### config.mk
export PLATFORM = sky130hd
export DESIGN_NAME = pwm_id_pattern_detector_flat
export DESIGN_NICKNAME = d
export VERILOG_FILES = /design/src/design/pidp_pkg.sv /design/src/design/pidp_in_if.sv /design/src/design/pidp_out_if.sv /design/src/design/pwm_id_pattern_detector.sv /design/src/flat_wrapper.sv
export SDC_FILE = /design/constraint.sdc
export NUM_CORES = 1
export LEC_CHECK = 0
export ABC_AREA = 1
export BUFFER_PORTS_ARGS = -buffer_cell sky130_fd_sc_hd__buf_2
export CAP_MARGIN = 25
export CELL_PAD_IN_SITES_DETAIL_PLACEMENT = 1
export CELL_PAD_IN_SITES_GLOBAL_PLACEMENT = 1
export CORE_MARGIN = 5
export CORE_UTILIZATION = 46
export DETAILED_ROUTE_END_ITERATION = 16
export GPL_TIMING_DRIVEN = 0
export HOLD_SLACK_MARGIN = 0.15
export PLACE_DENSITY_LB_ADDON = 0.1
export SETUP_SLACK_MARGIN = 0.4
export SLEW_MARGIN = 10
export SYNTH_ARGS = -nofsm -noshare
export SYNTH_HDL_FRONTEND = slang
export SYNTH_SLANG_ARGS = --single-unit
### constraint.sdc
create_clock -name i_clk -period 4.5 [get_ports i_clk]
set_clock_uncertainty 0.05 [all_clocks]
set_input_delay 0.9 -clock i_clk [delete_from_list [all_inputs] [get_ports i_clk]]
set_output_delay 0.9 -clock i_clk [all_outputs]
set_load 0.005 [all_outputs]
### src/design/pidp_pkg.sv
// ----------------------------------------------------------------------------
// pidp_pkg
// shared widths, register defaults and register indexes of the pwm id
// pattern detector
// ----------------------------------------------------------------------------
`default_nettype none

package pidp_pkg;

    localparam int REG_W      = 16;
    localparam int IDX_W      = 5;
    localparam int CFG_ADDR_W = 3;

    localparam int PATTERN_BITS_DEF = 16;

    localparam logic [REG_W-1:0] PATTERN_ID_RST    = 16'hCA3A;
    localparam logic [REG_W-1:0] PERIOD_MIN_RST    = 16'd900;
    localparam logic [REG_W-1:0] PERIOD_MAX_RST    = 16'd1100;
    localparam logic [REG_W-1:0] WIDTH_MIN_RST     = 16'd150;
    localparam logic [REG_W-1:0] WIDTH_SPLIT_RST   = 16'd350;
    localparam logic [REG_W-1:0] WIDTH_MAX_RST     = 16'd600;
    localparam logic [REG_W-1:0] TIMEOUT_TICKS_RST = 16'hFFFF;

    typedef enum logic [CFG_ADDR_W-1:0] {
        REG_PATTERN_ID    = 3'd0,
        REG_PERIOD_MIN    = 3'd1,
        REG_PERIOD_MAX    = 3'd2,
        REG_WIDTH_MIN     = 3'd3,
        REG_WIDTH_SPLIT   = 3'd4,
        REG_WIDTH_MAX     = 3'd5,
        REG_TIMEOUT_TICKS = 3'd6
    } t_cfg_reg;

    // input command codes
    localparam logic CMD_PULSE = 1'b0;
    localparam logic CMD_TICK  = 1'b1;

endpackage

`default_nettype wire

### src/design/pidp_in_if.sv
// ----------------------------------------------------------------------------
// pidp_in_if
// input channel: measured pulse or timeout tick, valid/ready handshake
// ----------------------------------------------------------------------------
`default_nettype none

interface pidp_in_if;
    logic                        valid;
    logic                        ready;
    logic                        cmd;
    logic [pidp_pkg::REG_W-1:0]  period;
    logic [pidp_pkg::REG_W-1:0]  high_time;

    modport source (output valid, output cmd, output period, output high_time, input ready);
    modport sink   (input valid, input cmd, input period, input high_time, output ready);
endinterface

`default_nettype wire

### src/design/pidp_out_if.sv
// ----------------------------------------------------------------------------
// pidp_out_if
// result channel: detect level and match status, valid/ready handshake
// ----------------------------------------------------------------------------
`default_nettype none

interface pidp_out_if;
    logic                        valid;
    logic                        ready;
    logic                        detect_level;
    logic                        match_done;
    logic                        timed_out;
    logic [pidp_pkg::IDX_W-1:0]  progress;

    modport source (output valid, output detect_level, output match_done,
                    output timed_out, output progress, input ready);
    modport sink   (input valid, input detect_level, input match_done,
                    input timed_out, input progress, output ready);
endinterface

`default_nettype wire

### src/design/pwm_id_pattern_detector.sv
// ----------------------------------------------------------------------------
// pwm_id_pattern_detector
// classifies measured pwm pulses into bits, matches them against a 16 bit
// id lsb first and toggles a detect level on each full match
// ----------------------------------------------------------------------------
// path: an accepted input beat is held in the input register, and its result
//   in the result register; throughput: one beat per cycle while the result
//   channel is not stalled, set by the state update between the two registers
// reset: synchronous active low; registers return to their default values,
//   bit index and detect level clear, countdown loads 65535
`default_nettype none

module pwm_id_pattern_detector #(
    parameter int PATTERN_BITS = pidp_pkg::PATTERN_BITS_DEF
) (
    input  wire                               i_clk,
    input  wire                               i_rst_n,
    pidp_in_if.sink                           i_in,
    pidp_out_if.source                        o_out,
    input  wire                               i_cfg_we,
    input  wire [pidp_pkg::CFG_ADDR_W-1:0]    i_cfg_idx,
    input  wire [pidp_pkg::REG_W-1:0]         i_cfg_data
);

    localparam int W  = pidp_pkg::REG_W;
    localparam int IW = pidp_pkg::IDX_W;
    localparam logic [IW-1:0] LAST_COUNT = IW'(PATTERN_BITS);

    // configuration registers
    logic [W-1:0] r_pattern_id;
    logic [W-1:0] r_period_min;
    logic [W-1:0] r_period_max;
    logic [W-1:0] r_width_min;
    logic [W-1:0] r_width_split;
    logic [W-1:0] r_width_max;
    logic [W-1:0] r_timeout_ticks;

    // detector state
    logic [IW-1:0] r_bit_idx;
    logic          r_level;
    logic [W-1:0]  r_cnt;

    // input register stage
    logic          r_in_vld;
    logic          r_in_cmd;
    logic [W-1:0]  r_in_period;
    logic [W-1:0]  r_in_high;

    // result register stage
    logic          r_out_vld;
    logic          r_out_level;
    logic          r_out_done;
    logic          r_out_expired;
    logic [IW-1:0] r_out_progress;

    // next state and result of the beat in the input register
    logic [IW-1:0] n_bit_idx;
    logic          n_level;
    logic [W-1:0]  n_cnt;
    logic          n_done;
    logic          n_expired;
    logic [IW-1:0] n_progress;

    logic          w_adv;
    logic          w_in_take;
    logic          w_in_window;
    logic          w_want;
    logic          w_hit;
    logic [IW-1:0] w_idx_inc;

    // input register moves on when the result register is free or draining
    assign w_adv     = r_in_vld && (!r_out_vld || o_out.ready);
    assign i_in.ready = !r_in_vld || w_adv;
    assign w_in_take = i_in.valid && i_in.ready;

    // ------------------------------------------------------------------
    // configuration writes; indexes past the list are dropped
    // ------------------------------------------------------------------
    always_ff @(posedge i_clk) begin
        if (!i_rst_n) begin
            r_pattern_id    <= pidp_pkg::PATTERN_ID_RST;
            r_period_min    <= pidp_pkg::PERIOD_MIN_RST;
            r_period_max    <= pidp_pkg::PERIOD_MAX_RST;
            r_width_min     <= pidp_pkg::WIDTH_MIN_RST;
            r_width_split   <= pidp_pkg::WIDTH_SPLIT_RST;
            r_width_max     <= pidp_pkg::WIDTH_MAX_RST;
            r_timeout_ticks <= pidp_pkg::TIMEOUT_TICKS_RST;
        end else if (i_cfg_we) begin
            unique case (i_cfg_idx)
                pidp_pkg::REG_PATTERN_ID:    r_pattern_id    <= i_cfg_data;
                pidp_pkg::REG_PERIOD_MIN:    r_period_min    <= i_cfg_data;
                pidp_pkg::REG_PERIOD_MAX:    r_period_max    <= i_cfg_data;
                pidp_pkg::REG_WIDTH_MIN:     r_width_min     <= i_cfg_data;
                pidp_pkg::REG_WIDTH_SPLIT:   r_width_split   <= i_cfg_data;
                pidp_pkg::REG_WIDTH_MAX:     r_width_max     <= i_cfg_data;
                pidp_pkg::REG_TIMEOUT_TICKS: r_timeout_ticks <= i_cfg_data;
                default: begin
                end
            endcase
        end
    end

    // ------------------------------------------------------------------
    // pulse classification and state update
    // ------------------------------------------------------------------
    assign w_in_window = (r_in_period >= r_period_min) && (r_in_period <= r_period_max) &&
                         (r_in_high >= r_width_min) && (r_in_high <= r_width_max);

    // expected bit, lsb first
    assign w_want    = r_pattern_id[r_bit_idx[3:0]];
    // a high time exactly at the split matches either bit
    assign w_hit     = w_want ? (r_in_high >= r_width_split) : (r_in_high <= r_width_split);
    assign w_idx_inc = r_bit_idx + IW'(1);

    always_comb begin
        n_bit_idx = r_bit_idx;
        n_level   = r_level;
        n_cnt     = r_cnt;
        n_done    = 1'b0;
        n_expired = 1'b0;
        if (r_in_cmd == pidp_pkg::CMD_TICK) begin
            if (r_cnt == '0) begin
                // countdown expired: drop the line and start over
                n_expired = 1'b1;
                n_level   = 1'b0;
                n_bit_idx = '0;
                n_cnt     = r_timeout_ticks;
            end else begin
                n_cnt = r_cnt - W'(1);
            end
        end else if (w_in_window) begin
            if (w_hit) begin
                if (w_idx_inc >= LAST_COUNT) begin
                    // full pattern seen
                    n_done    = 1'b1;
                    n_level   = !r_level;
                    n_bit_idx = '0;
                    n_cnt     = r_timeout_ticks;
                end else begin
                    n_bit_idx = w_idx_inc;
                end
            end else begin
                n_bit_idx = '0;
            end
        end
        n_progress = n_done ? LAST_COUNT : n_bit_idx;
    end

    always_ff @(posedge i_clk) begin
        if (!i_rst_n) begin
            r_bit_idx <= '0;
            r_level   <= 1'b0;
            r_cnt     <= pidp_pkg::TIMEOUT_TICKS_RST;
        end else if (w_adv) begin
            r_bit_idx <= n_bit_idx;
            r_level   <= n_level;
            r_cnt     <= n_cnt;
        end
    end

    // ------------------------------------------------------------------
    // input register
    // ------------------------------------------------------------------
    always_ff @(posedge i_clk) begin
        if (!i_rst_n) begin
            r_in_vld <= 1'b0;
        end else if (w_in_take) begin
            r_in_vld <= 1'b1;
        end else if (w_adv) begin
            r_in_vld <= 1'b0;
        end
    end

    always_ff @(posedge i_clk) begin
        if (w_in_take) begin
            r_in_cmd    <= i_in.cmd;
            r_in_period <= i_in.period;
            r_in_high   <= i_in.high_time;
        end
    end

    // ------------------------------------------------------------------
    // result register
    // ------------------------------------------------------------------
    always_ff @(posedge i_clk) begin
        if (!i_rst_n) begin
            r_out_vld <= 1'b0;
        end else if (w_adv) begin
            r_out_vld <= 1'b1;
        end else if (o_out.ready) begin
            r_out_vld <= 1'b0;
        end
    end

    always_ff @(posedge i_clk) begin
        if (w_adv) begin
            r_out_level    <= n_level;
            r_out_done     <= n_done;
            r_out_expired  <= n_expired;
            r_out_progress <= n_progress;
        end
    end

    assign o_out.valid        = r_out_vld;
    assign o_out.detect_level = r_out_level;
    assign o_out.match_done   = r_out_done;
    assign o_out.timed_out    = r_out_expired;
    assign o_out.progress     = r_out_progress;

`ifndef NO_ASSERTIONS
    // bit index never reaches the pattern length between beats
    a_idx_range: assert property (@(posedge i_clk) disable iff (!i_rst_n)
        r_bit_idx < LAST_COUNT)
        else $error("bit index out of range");

    // a beat cannot both complete the pattern and expire the countdown
    a_done_xor_expire: assert property (@(posedge i_clk) disable iff (!i_rst_n)
        r_out_vld |-> !(r_out_done && r_out_expired))
        else $error("match and timeout on one beat");

    // a completed pattern reports full progress
    a_done_progress: assert property (@(posedge i_clk) disable iff (!i_rst_n)
        (r_out_vld && r_out_done) |-> (r_out_progress == LAST_COUNT))
        else $error("match without full progress");

    // an expiry clears the line and the index
    a_expire_clear: assert property (@(posedge i_clk) disable iff (!i_rst_n)
        (w_adv && n_expired) |=> (!r_level && (r_bit_idx == '0)))
        else $error("timeout did not clear state");
`endif

endmodule

`default_nettype wire
### src/flat_wrapper.sv
// flat-port wrapper written by rule: the top's interface ports become plain ports
module pwm_id_pattern_detector_flat 
#(
    parameter int PATTERN_BITS = pidp_pkg::PATTERN_BITS_DEF
)
  (i_clk, i_rst_n, i_cfg_we, i_cfg_idx, i_cfg_data, i_in_valid, i_in_cmd, i_in_period, i_in_high_time, i_in_ready, o_out_valid, o_out_detect_level, o_out_match_done, o_out_timed_out, o_out_progress, o_out_ready);
  pidp_in_if i_in_i ();
  pidp_out_if o_out_i ();
  input  wire i_clk;
  input  wire i_rst_n;
  input  wire i_cfg_we;
  input  wire [pidp_pkg::CFG_ADDR_W-1:0] i_cfg_idx;
  input  wire [pidp_pkg::REG_W-1:0] i_cfg_data;
  input wire logic [$bits(i_in_i.valid)-1:0] i_in_valid;
  input wire logic [$bits(i_in_i.cmd)-1:0] i_in_cmd;
  input wire logic [$bits(i_in_i.period)-1:0] i_in_period;
  input wire logic [$bits(i_in_i.high_time)-1:0] i_in_high_time;
  output wire logic [$bits(i_in_i.ready)-1:0] i_in_ready;
  output wire logic [$bits(o_out_i.valid)-1:0] o_out_valid;
  output wire logic [$bits(o_out_i.detect_level)-1:0] o_out_detect_level;
  output wire logic [$bits(o_out_i.match_done)-1:0] o_out_match_done;
  output wire logic [$bits(o_out_i.timed_out)-1:0] o_out_timed_out;
  output wire logic [$bits(o_out_i.progress)-1:0] o_out_progress;
  input wire logic [$bits(o_out_i.ready)-1:0] o_out_ready;
  assign i_in_i.valid = i_in_valid;
  assign i_in_i.cmd = i_in_cmd;
  assign i_in_i.period = i_in_period;
  assign i_in_i.high_time = i_in_high_time;
  assign i_in_ready = i_in_i.ready;
  assign o_out_valid = o_out_i.valid;
  assign o_out_detect_level = o_out_i.detect_level;
  assign o_out_match_done = o_out_i.match_done;
  assign o_out_timed_out = o_out_i.timed_out;
  assign o_out_progress = o_out_i.progress;
  assign o_out_i.ready = o_out_ready;
  pwm_id_pattern_detector #(.PATTERN_BITS(PATTERN_BITS)) u_core (.i_clk(i_clk), .i_rst_n(i_rst_n), .i_in(i_in_i), .o_out(o_out_i), .i_cfg_we(i_cfg_we), .i_cfg_idx(i_cfg_idx), .i_cfg_data(i_cfg_data));
endmodule
# Word level (Yosys, flattened, before mapping)
# Index checks and enable logic that the tools add are counted.
[op_classes]
magnitude_cmp = 8
n_eq_ne = 6
reduce_logical = 25
n_addsub = 2
mux = 27
[op_table]
columns = ["op", "count"]
rows = [
  ["$mux W16", 5],
  ["$ge A16 B16 Y1", 3],
  ["$le A16 B16 Y1", 3],
  ["$mux W5", 5],
  ["$logic_not A16 Y1", 1],
  ["$mux W1", 16],
  ["$sub A16 B1 Y16 const B", 1],
  ["$reduce_and A2 Y1", 7],
  ["$reduce_bool A2 Y1", 5],
  ["$eq A3 B3 Y1 const B", 3],
  ["$eq A3 B2 Y1 const B", 2],
  ["$add A5 B1 Y5 const B", 1],
  ["$ge A5 B5 Y1 const B", 1],
  ["$logic_and A1 B1 Y1", 5],
  ["$lt A4 B5 Y1 const B", 1],
  ["$bmux W1 S4", 1],
  ["$reduce_and A4 Y1", 1],
  ["$eq A3 B1 Y1 const B", 1],
  ["$logic_not A1 Y1", 3],
  ["$logic_not A3 Y1", 1],
  ["$logic_or A1 B1 Y1", 2],
]
[totals]
elab_cells = 87
inputBits = 57
register_bits = 177
output_inout_bits = 10

# Longest topological paths before layout
# Gate-level depths: netlist of the first run.
[logic_depth]
ltp_word = 6
ltp_mapped = 20
ltp_nobuf = 20

# Worst setup path before layout of the first run
# Ideal clock, no wire load.
[synth_timing]
path_type = "input -> register"
start = "input port o_out_ready"
end = "register u_core.r_cnt[12]"
arrival_time_ns = 2.061
path_stages = 10
path_buffers = 1
setup_time_ns = 0.140
t_required_ns = 4.310
slack_ns = 2.250
cell_sequence = "inv_1 -> nand2_1 -> nand2_1 -> inv_1 -> nand2_1 -> inv_2 -> nand3_4 -> buf_8 -> nand2_2 -> o211ai_2"
[synth_via]
elab_chain_cells = 3
[synth_rtl]
columns = ["item", "line_no", "source"]
rows = [
  ["from (decl)", "flat_wrapper.sv:24", "input wire logic [$bits(o_out_i.ready)-1:0] o_out_ready;"],
  ["$logic_or A1 B1 Y1", "pwm_id_pattern_detector.sv:72", "assign w_adv = r_in_vld && (!r_out_vld || o_out.ready);"],
  ["$logic_and A1 B1 Y1", "pwm_id_pattern_detector.sv:72", ""],
  ["named net u_core.w_adv", "pwm_id_pattern_detector.sv:64", "logic w_adv;"],
  ["$reduce_and A4 Y1 (no source line)", "-", ""],
  ["to (signal assigned)", "pwm_id_pattern_detector.sv:153", "r_cnt <= pidp_pkg::TIMEOUT_TICKS_RST;"],
  ["to (signal assigned)", "pwm_id_pattern_detector.sv:157", "r_cnt <= n_cnt;"],
  ["to (decl)", "pwm_id_pattern_detector.sv:41", "logic [W-1:0] r_cnt;"],
]
# The timed path passes the listed nets, and every way through them passes these cells.
# A chain may end at the register's enable or synchronous reset.

# Final worst setup path of the first run
[layout_timing]
start = "register u_core.r_in_high[11]"
end = "register u_core.r_cnt[14]"
[layout_via]
elab_chain_cells = 5
elab_cells_between_ends = 10
classes_between = "4 x order compare; 1 x mux; 5 x reduce/logical"
[layout_rtl]
columns = ["item", "line_no", "source"]
rows = [
  ["from (decl)", "pwm_id_pattern_detector.sv:47", "logic [W-1:0] r_in_high;"],
  ["from (signal assigned)", "pwm_id_pattern_detector.sv:178", "r_in_high <= i_in.high_time;"],
  ["$ge A16 B16 Y1", "pwm_id_pattern_detector.sv:107", "(r_in_high >= r_width_min) && (r_in_high <= r_width_max);"],
  ["$logic_and A1 B1 Y1", "pwm_id_pattern_detector.sv:106", "assign w_in_window = (r_in_period >= r_period_min) && (r_in_period <= r_period_max) &&"],
  ["$logic_and A1 B1 Y1", "pwm_id_pattern_detector.sv:107", ""],
  ["$reduce_bool A2 Y1 (no source line)", "-", ""],
  ["$reduce_and A4 Y1 (no source line) (*)", "-", ""],
]
# Mark *: on every way between the ends. The rest lies on a longest branch, timed or not.

==> results of run 1 <==
==> worst paths after layout <==
kind                                                      startpoint                                   end  slack (ns)  cells after the start
worst max-delay path                  u_core.r_in_high[11]$_DFFE_PP_         u_core.r_cnt[14]$_SDFFE_PN1P_        1.86                     13
worst min-delay path            u_core.r_pattern_id[11]$_SDFFE_PN1P_  u_core.r_pattern_id[11]$_SDFFE_PN1P_        0.41                      2
worst max register to register        u_core.r_in_high[11]$_DFFE_PP_         u_core.r_cnt[14]$_SDFFE_PN1P_        1.86                     13
worst min register to register  u_core.r_pattern_id[11]$_SDFFE_PN1P_  u_core.r_pattern_id[11]$_SDFFE_PN1P_        0.41                      2
==> worst min-delay path, delay by kind of cell (launching register included) <==
kind,cells,cell delay [ns]
and+or+nand+nor,2,0.10
DFF,1,0.33
==> metrics by stage <==
stage               utilization  instance area (um2)
finish                    0.530                10300
global route              0.530                10300
CTS                       0.530                10300
detailed placement        0.500                 9730
global placement          0.500                 9730
floorplan                     -                 9070
==> flip-flops by register name, indices dropped and copies added, names as in the netlist <==
| signal | cells |
|---|---|
| u_core.r_cnt | 16 |
| u_core.r_in_high | 16 |
| u_core.r_in_period | 16 |
| u_core.r_pattern_id | 16 |
| u_core.r_period_max | 16 |
| u_core.r_period_min | 16 |
| u_core.r_timeout_ticks | 16 |
| u_core.r_width_max | 16 |
| u_core.r_width_min | 16 |
| u_core.r_width_split | 16 |
| u_core.o_out.progress | 5 |
| u_core.r_bit_idx | 5 |
| u_core.o_out.detect_level | 1 |
| u_core.o_out.match_done | 1 |
| u_core.o_out.timed_out | 1 |
| u_core.o_out.valid | 1 |
| u_core.r_in_cmd | 1 |
| u_core.r_in_vld | 1 |
| u_core.r_level | 1 |
==> kinds of logic after synthesis <==
| kind of cell | count (synthesis) |
|---|---|
| AND/OR/NAND/NOR | 413 |
| AO/OA/AOI/OAI | 240 |
| buffers and inverters | 180 |
| flip-flops | 177 |
| adder cells (fa/ha/maj) | 83 |
| XOR/XNOR | 8 |
| multiplexers | 2 |
==> routing by layer <==
layer / global-route usage / vias to the layer above / share of wire
li1: - / 3851 / -
met1: 0.328 / 3804 / 0.46
met2: 0.435 / 118 / 0.49
met3: 0.0406 / 32 / 0.035
met4: 0.0622 / 0 / 0.017
met5: 0 / - / 0
==> layout make-up <==
type	instances	area share
flip-flops and latches	177	0.383
multi-input cells	746	0.425
well taps	265	0.0322
plain buffers	36	0.0188
repair buffers	65	0.0316
clock buffers	19	0.0439
inverters	144	0.0524
clock inverters	13	0.0121
==> layout by cell type (no fill, tap or decap), types with 25 or more instances in the layout <==
cell type  count
a21oi_1      108
buf_2         65
clkbuf_1      27
dfxtp_1      136
edfxtp_1      41
ha_1          83
inv_1        136
nand2_1      225
nand3_1       57
nor2_1        64
o211ai_1      25
o21ai_0       84
==> report_power, final <==
part / internal, uW / switching [uW] / total, uW
registers: 1700 / 42.7 / 1740
clock network: 803 / 688 / 1490
logic: 159 / 307 / 466
total: 2660 / 1040 / 3700
==> results.txt, run 1 <==
----------------------------------------------------
[Status]
  Result of the run ... completed

[Min path]
  Hold Crit Class ... register to register

[Floorplanning]
  Effective utilization at floorplan ... 0.466
  Total I/O pin count ... 67
  FP Rows ... 51
  Std-Cell Core Area ... 19500 um2
  DIE AREA ... 22600 um2
  Horizontal die dimension ... 150 um
  Height of the die ... 150 um

[Drt]
  Final ANT Viol Nets ... 0
  Initial DRC Count ... 352
  Routed wire per std cell ... 18.4 um
  Vias after detailed routing ... 7805
  Detailed Routing Iterations Pass 1 ... 4
  Remaining DRCs ... 0
  Vias per cell ... 5.33
  Post-Route WL ... 27.0 mm

[Cells and area]
  Layout net count ... 1327
  Filler cell count in the final layout ... 2400
  Post-Layout Cell Count ... 1465
  Proportion of layout cells with a drive suffix above 1 ... 0.138
  Multi-input gate area ... 4390 um2
  Relative area change from synthesis to final layout ... 13.6%
  Area occupied by registers ... 3950 um2
  Antenna diode instance count ... 0

[Worst setup path]
  Critical path class ... register to register
  Count of buffer and inverter cells on the critical path ... 2
  WP data arrival ... 2.88 ns
  CP cell instances ... ha_1, nand2_1, inv_1, nand3_1, nor3_1, nand2_1, nand2_1, nand2_1, nand2_2, nand3_4, nand3_4, buf_6, o211ai_2
  Kind of start point of the critical path ... register
  Largest fanout of any net on the critical path ... 10
  Crit-path most repeated cell ... nand2_1
  Cell type group with the largest total delay on the critical path ... simple AND/OR/NAND/NOR gates
  Crit path capture type ... register
  Worst stage delay on the critical path ... 0.44 ns
  Worst path required time ... 4.74 ns
  Critical path's slowest cell ... edfxtp_1

[Pwr]
  Maximum vdd drop ... 0.259 mV
  Leakage Power ... 0.00465 uW
  Overall power ... 3700 uW
  Power density of the placed cells ... 358 nW/um2

[STA]
  Rel. slew slack ... 0.423
  Total negative slack ... 0 ns
  Min Clock Period, post-route ... 2.64 ns
  Setup repair after global routing missed its margin ... no
  Worst slew pin tran ... 0.865 ns
  Final Hold Violating Endpoints ... 0
  Final critical-path share of the clock period ... 0.586
  Highest Clock Rate ... 0.379 GHz
  Fin worst setup slack ... 1.86 ns
  Number of failing setup endpoints in the final timing report ... 0
  Worst hold-check slack ... 0.413 ns
  Slew Limit Fails ... 0

[Synthesis]
  Post-Syn Area per Cell ... 8.23 um2
  Commonest register cell after synthesis ... dfxtp_1
  Flip-flop and latch count after synthesis ... 177
  Top cells by count, synth ... nand2_1 (225), inv_1 (137), dfxtp_1 (136)
  Sequential share of the synthesized area ... 0.436
  Fraction of the mapped netlist area in simple logic gates ... 0.209
  Async set-reset flop share out of synthesis ... 0
  Largest family of logic cells by synthesized area ... simple AND/OR/NAND/NOR gates
  Number of synthesized flops with an enable pin ... 41
  XOR/XNOR Fraction of Synth Area ... 0.00772
  Post-synthesis instance area ... 9070 um2
  Ys Warns ... 0
  Most used standard cell by instance count after synthesis ... nand2_1
  Area fraction in compound gates after synthesis ... 0.150
  Post-synthesis cell count ... 1103
  Cell types occupying the most area after synthesis ... dfxtp_1 (30%), edfxtp_1 (14%), ha_1 (11%), nand2_1 (9.3%), a21oi_1 (6.0%)
  Netlist cell types ... 40
  Post-synthesis share of cell area spent on full adders, half adders and majority gates ... 0.114
  Synthesized Nets ... 1243
  Mux share of post-synthesis cell area ... 0.00221
  Top-area cell type share of the netlist area ... 0.300
  Cell type contributing the most total cell area after synthesis ... dfxtp_1

[CTS]
  Cell at the root of the clock tree ... clkbuf_16
  Clock tree from TritonCTS ... yes
  Clk pin slew, worst setup/hold paths ... 0.07 ns
  Cts-stage hold buffer count ... 0
  Clock net sink count ... 177
  Number of buffers created by CTS ... 17
  CTS H-tree lvls ... 4
  Deepest clock path buffer count ... 2
  Clk_lat worst skew ... 0.44 ns
  Cells resized by post-CTS repair ... 0
  Number of buffers added for setup after CTS ... 0

[Placed design]
  Count of placed standard cells including taps ... 1433
  # port buffers ... 65
  Minimum setup slack after placement ... 1.61 ns
  Detailed-placement wirelength estimate ... 19.6 mm
  Routability cong. ... 0.823

[Global routing]
  Global router's overall resource usage ... 0.251
  Maximum number of pins on one net before global-route repair ... 34
  Global-route wire length before repair ... 43.6 mm
  Global route total overflow ... 0
  Antenna violations before repair ... 0
  Number of global-route vias before repair ... 8135

[Job]
  Max-capacitance violation count ... 0

----------------------------------------------------
Note: power is estimated with default switching activity, not from simulation.
==> inputs of run 2 (changes only) <==
--- a/config.mk
+++ b/config.mk
@@ -11,7 +11,7 @@
 export CELL_PAD_IN_SITES_DETAIL_PLACEMENT = 1
 export CELL_PAD_IN_SITES_GLOBAL_PLACEMENT = 1
 export CORE_MARGIN = 5
-export CORE_UTILIZATION = 46
+export CORE_UTILIZATION = 41
 export DETAILED_ROUTE_END_ITERATION = 16
 export GPL_TIMING_DRIVEN = 0
 export HOLD_SLACK_MARGIN = 0.15
==> constraint.sdc (replaced) <==
create_clock -name i_clk -period 2.2 [get_ports i_clk]
set_clock_uncertainty 0.05 [all_clocks]
set_input_delay 0.44 -clock i_clk [delete_from_list [all_inputs] [get_ports i_clk]]
set_output_delay 0.44 -clock i_clk [all_outputs]
set_load 0.005 [all_outputs]
==> results.txt, run 2 (synthesized netlist as in run 1, its figures left out) <==
----------------------------------------------------
[Status]
  Result of the run ... finished, violations left (was completed)
  Failing checks ... negative setup slack

[Cells and area]
  Relative area change from synthesis to final layout ... 24.5% (was 13.6%)
  Antenna diode instance count ... 0 (unchanged)
  Top library cells by usage in the layout, fill and taps aside ... nand2_1 (204), dfxtp_1 (136), inv_1 (133), a21oi_1 (99), o21ai_0 (80) (was nand2_1 (225), inv_1 (136), dfxtp_1 (136), a21oi_1 (108), o21ai_0 (84))
  Final core utilization ... 0.518 (was 0.530)
  Filler cell count in the final layout ... 2595 (was 2400)
  Most common cell after layout, fill and taps aside ... nand2_1 (unchanged)
  Proportion of layout cells with a drive suffix above 1 ... 0.195 (was 0.138)
  Post-route design area ... 11300 um2 (was 10300 um2)
  Layout net count ... 1380 (was 1327)

[Drt]
  Detailed Routing Iterations Pass 1 ... 4 (unchanged)
  Post-Route WL ... 27.9 mm (was 27.0 mm)
  Vias after detailed routing ... 7969 (was 7805)
  Final ANT Viol Nets ... 0 (unchanged)
  Routed length on met2 ... 13.8 mm (was 13.3 mm)
  Post-Route M1 WL ... 13.0 mm (was 12.3 mm)
  Vias per cell ... 5.20 (was 5.33)
  Initial DRC Count ... 361 (was 352)
  Length of routed met3 wiring ... 606 um (was 935 um)
  Routed wire per std cell ... 18.2 um (was 18.4 um)
  Remaining DRCs ... 0 (unchanged)
  Top routing layer in use ... met4 (unchanged)

[STA]
  Rel. slew slack ... 0.442 (was 0.423)
  Slew Limit Fails ... 0 (unchanged)
  Highest Clock Rate ... 0.399 GHz (was 0.379 GHz)
  Final Hold Violating Endpoints ... 0 (unchanged)
  Worst slew pin tran ... 0.837 ns (was 0.865 ns)
  Final critical-path share of the clock period ... 1.14 (was 0.586)
  Fin worst setup slack ... -0.305 ns (was 1.86 ns)
  Min Clock Period, post-route ... 2.50 ns (was 2.64 ns)
  Setup repair after global routing missed its margin ... yes (was no)
  Number of failing setup endpoints in the final timing report ... 29 (was 0)

[Floorplanning]
  Effective utilization at floorplan ... 0.416 (was 0.466)
  Total I/O pin count ... 67 (unchanged)
  Height of the die ... 159 um (was 150 um)
  Std-Cell Core Area ... 21800 um2 (was 19500 um2)
  FP Rows ... 54 (was 51)
  DIE AREA ... 25200 um2 (was 22600 um2)
  Horizontal die dimension ... 159 um (was 150 um)

[Global routing]
  Maximum number of pins on one net before global-route repair ... 34 (unchanged)
  Global route total overflow ... 0 (unchanged)
  Global router's overall resource usage ... 0.222 (was 0.251)
  Antenna violations before repair ... 0 (unchanged)
  Number of global-route vias before repair ... 8344 (was 8135)
  Global-route wire length before repair ... 44.6 mm (was 43.6 mm)

[Worst setup path]
  Critical path class ... register to register (unchanged)
  WP data arrival ... 2.74 ns (was 2.88 ns)
  Cell depth of the worst flop-to-flop path ... 12 (was 13)
  Kind of start point of the critical path ... register (unchanged)
  Largest fanout of any net on the critical path ... 5 (was 10)
  Crit path capture type ... register (unchanged)
  Worst path required time ... 2.44 ns (was 4.74 ns)

[Pwr]
  Maximum vdd drop ... 0.393 mV (was 0.259 mV)
  Leakage Power ... 0.00499 uW (was 0.00465 uW)
  Power density of the placed cells ... 694 nW/um2 (was 358 nW/um2)

[CTS]
  CTS H-tree lvls ... 4 (unchanged)
  Clock tree from TritonCTS ... yes (unchanged)
  Deepest clock path buffer count ... 2 (unchanged)
  Cell at the root of the clock tree ... clkbuf_16 (unchanged)
  Clk pin slew, worst setup/hold paths ... 0.08 ns (was 0.07 ns)
  Number of buffers created by CTS ... 17 (unchanged)
  Clock net sink count ... 177 (unchanged)
  Clk_lat worst skew ... 0.44 ns (about the same)

[Placed design]
  Detailed-placement wirelength estimate ... 19.9 mm (was 19.6 mm)
  Area after detailed placement ... 9780 um2 (was 9730 um2)
  Routability cong. ... 0.867 (was 0.823)
  Minimum setup slack after placement ... -0.403 ns (was 1.61 ns)
  # port buffers ... 65 (unchanged)

[Min path]
  Hold Crit Class ... input pin to register (was register to register)
  Cell count of the worst hold path ... 4 (was 2)

[Job]
  Max-capacitance violation count ... 0 (unchanged)

----------------------------------------------------
## run 2: timing repair
action	4_1_cts	5_1_grt
cloned	1	0
resized for setup	28	66
hold endpoints to repair	33	0
endpoints found under the setup margin	41	83
pin swaps	13	33
hold buffers	33	0
setup buffers	12	7
## run 2: path summary, 6_finish.rpt
check	from	to	slack (ns)
max	u_core.r_in_high[11]$_DFFE_PP_	u_core.r_cnt[12]$_SDFFE_PN1P_	-0.30
min	o_out_ready	u_core.o_out.valid$_SDFFE_PN0P_	0.24
max reg2reg	u_core.r_in_high[11]$_DFFE_PP_	u_core.r_cnt[12]$_SDFFE_PN1P_	-0.30
min reg2reg	u_core.r_width_min[5]$_SDFFE_PN0P_	u_core.r_width_min[5]$_SDFFE_PN0P_	0.41
## run 2: through the flow
step	total power (uW)	hold slack [ns]	cells	TNS (ns)
3_5_place_dp	4580	0.395	1448	-10.82
4_1_cts	7830	0.231	1526	-5.46
3_3_place_gp	4550	0.390	1448	-12.60
2_1_floorplan	4220	0.374	1103	0
6_report	7850	0.242	1533	-6.85
5_1_grt	8220	0.246	1533	-10.36
## run 2: final cells by class
| class | instances | area [um2] | area share |
|---|---|---|---|
| inverters | 144 | 541 | 0.0478 |
| clock buffers | 17 | 425 | 0.0376 |
| flip-flops and latches | 177 | 3950 | 0.350 |
| clock inverters | 15 | 173 | 0.0153 |
| repair buffers | 118 | 863 | 0.0764 |
| well taps | 280 | 350 | 0.0310 |
| plain buffers | 36 | 205 | 0.0182 |
| multi-input cells | 746 | 4790 | 0.424 |
## run 2: power breakdown
group	total (uW)	leakage, uW	internal [uW]	switching, uW
Sequential	3560	0.00151	3470	90.2
Combinational	1140	0.00319	447	696
Clock	3150	0.000289	1710	1440
Total	7850	0.00499	5620	2220
## run 2: routing by layer
layer | vias up | track usage
met1 | 3883 | 0.292
met5 | - | 0
met4 | 0 | 0.0618
li1 | 3960 | -
met3 | 31 | 0.0308
met2 | 95 | 0.382
## run 2: worst max-delay path: stages (launching register included)
cell,delay [ns]
edfxtp_1,0.42
buf_6,0.15
ha_4,0.27
nand4_1,0.17
nor3_4,0.27
nand3_2,0.13
nand3_4,0.11
nand4_4,0.19
nand2_8,0.12
nand3_4,0.14
buf_12,0.20
nand2_4,0.05
o211ai_2,0.07
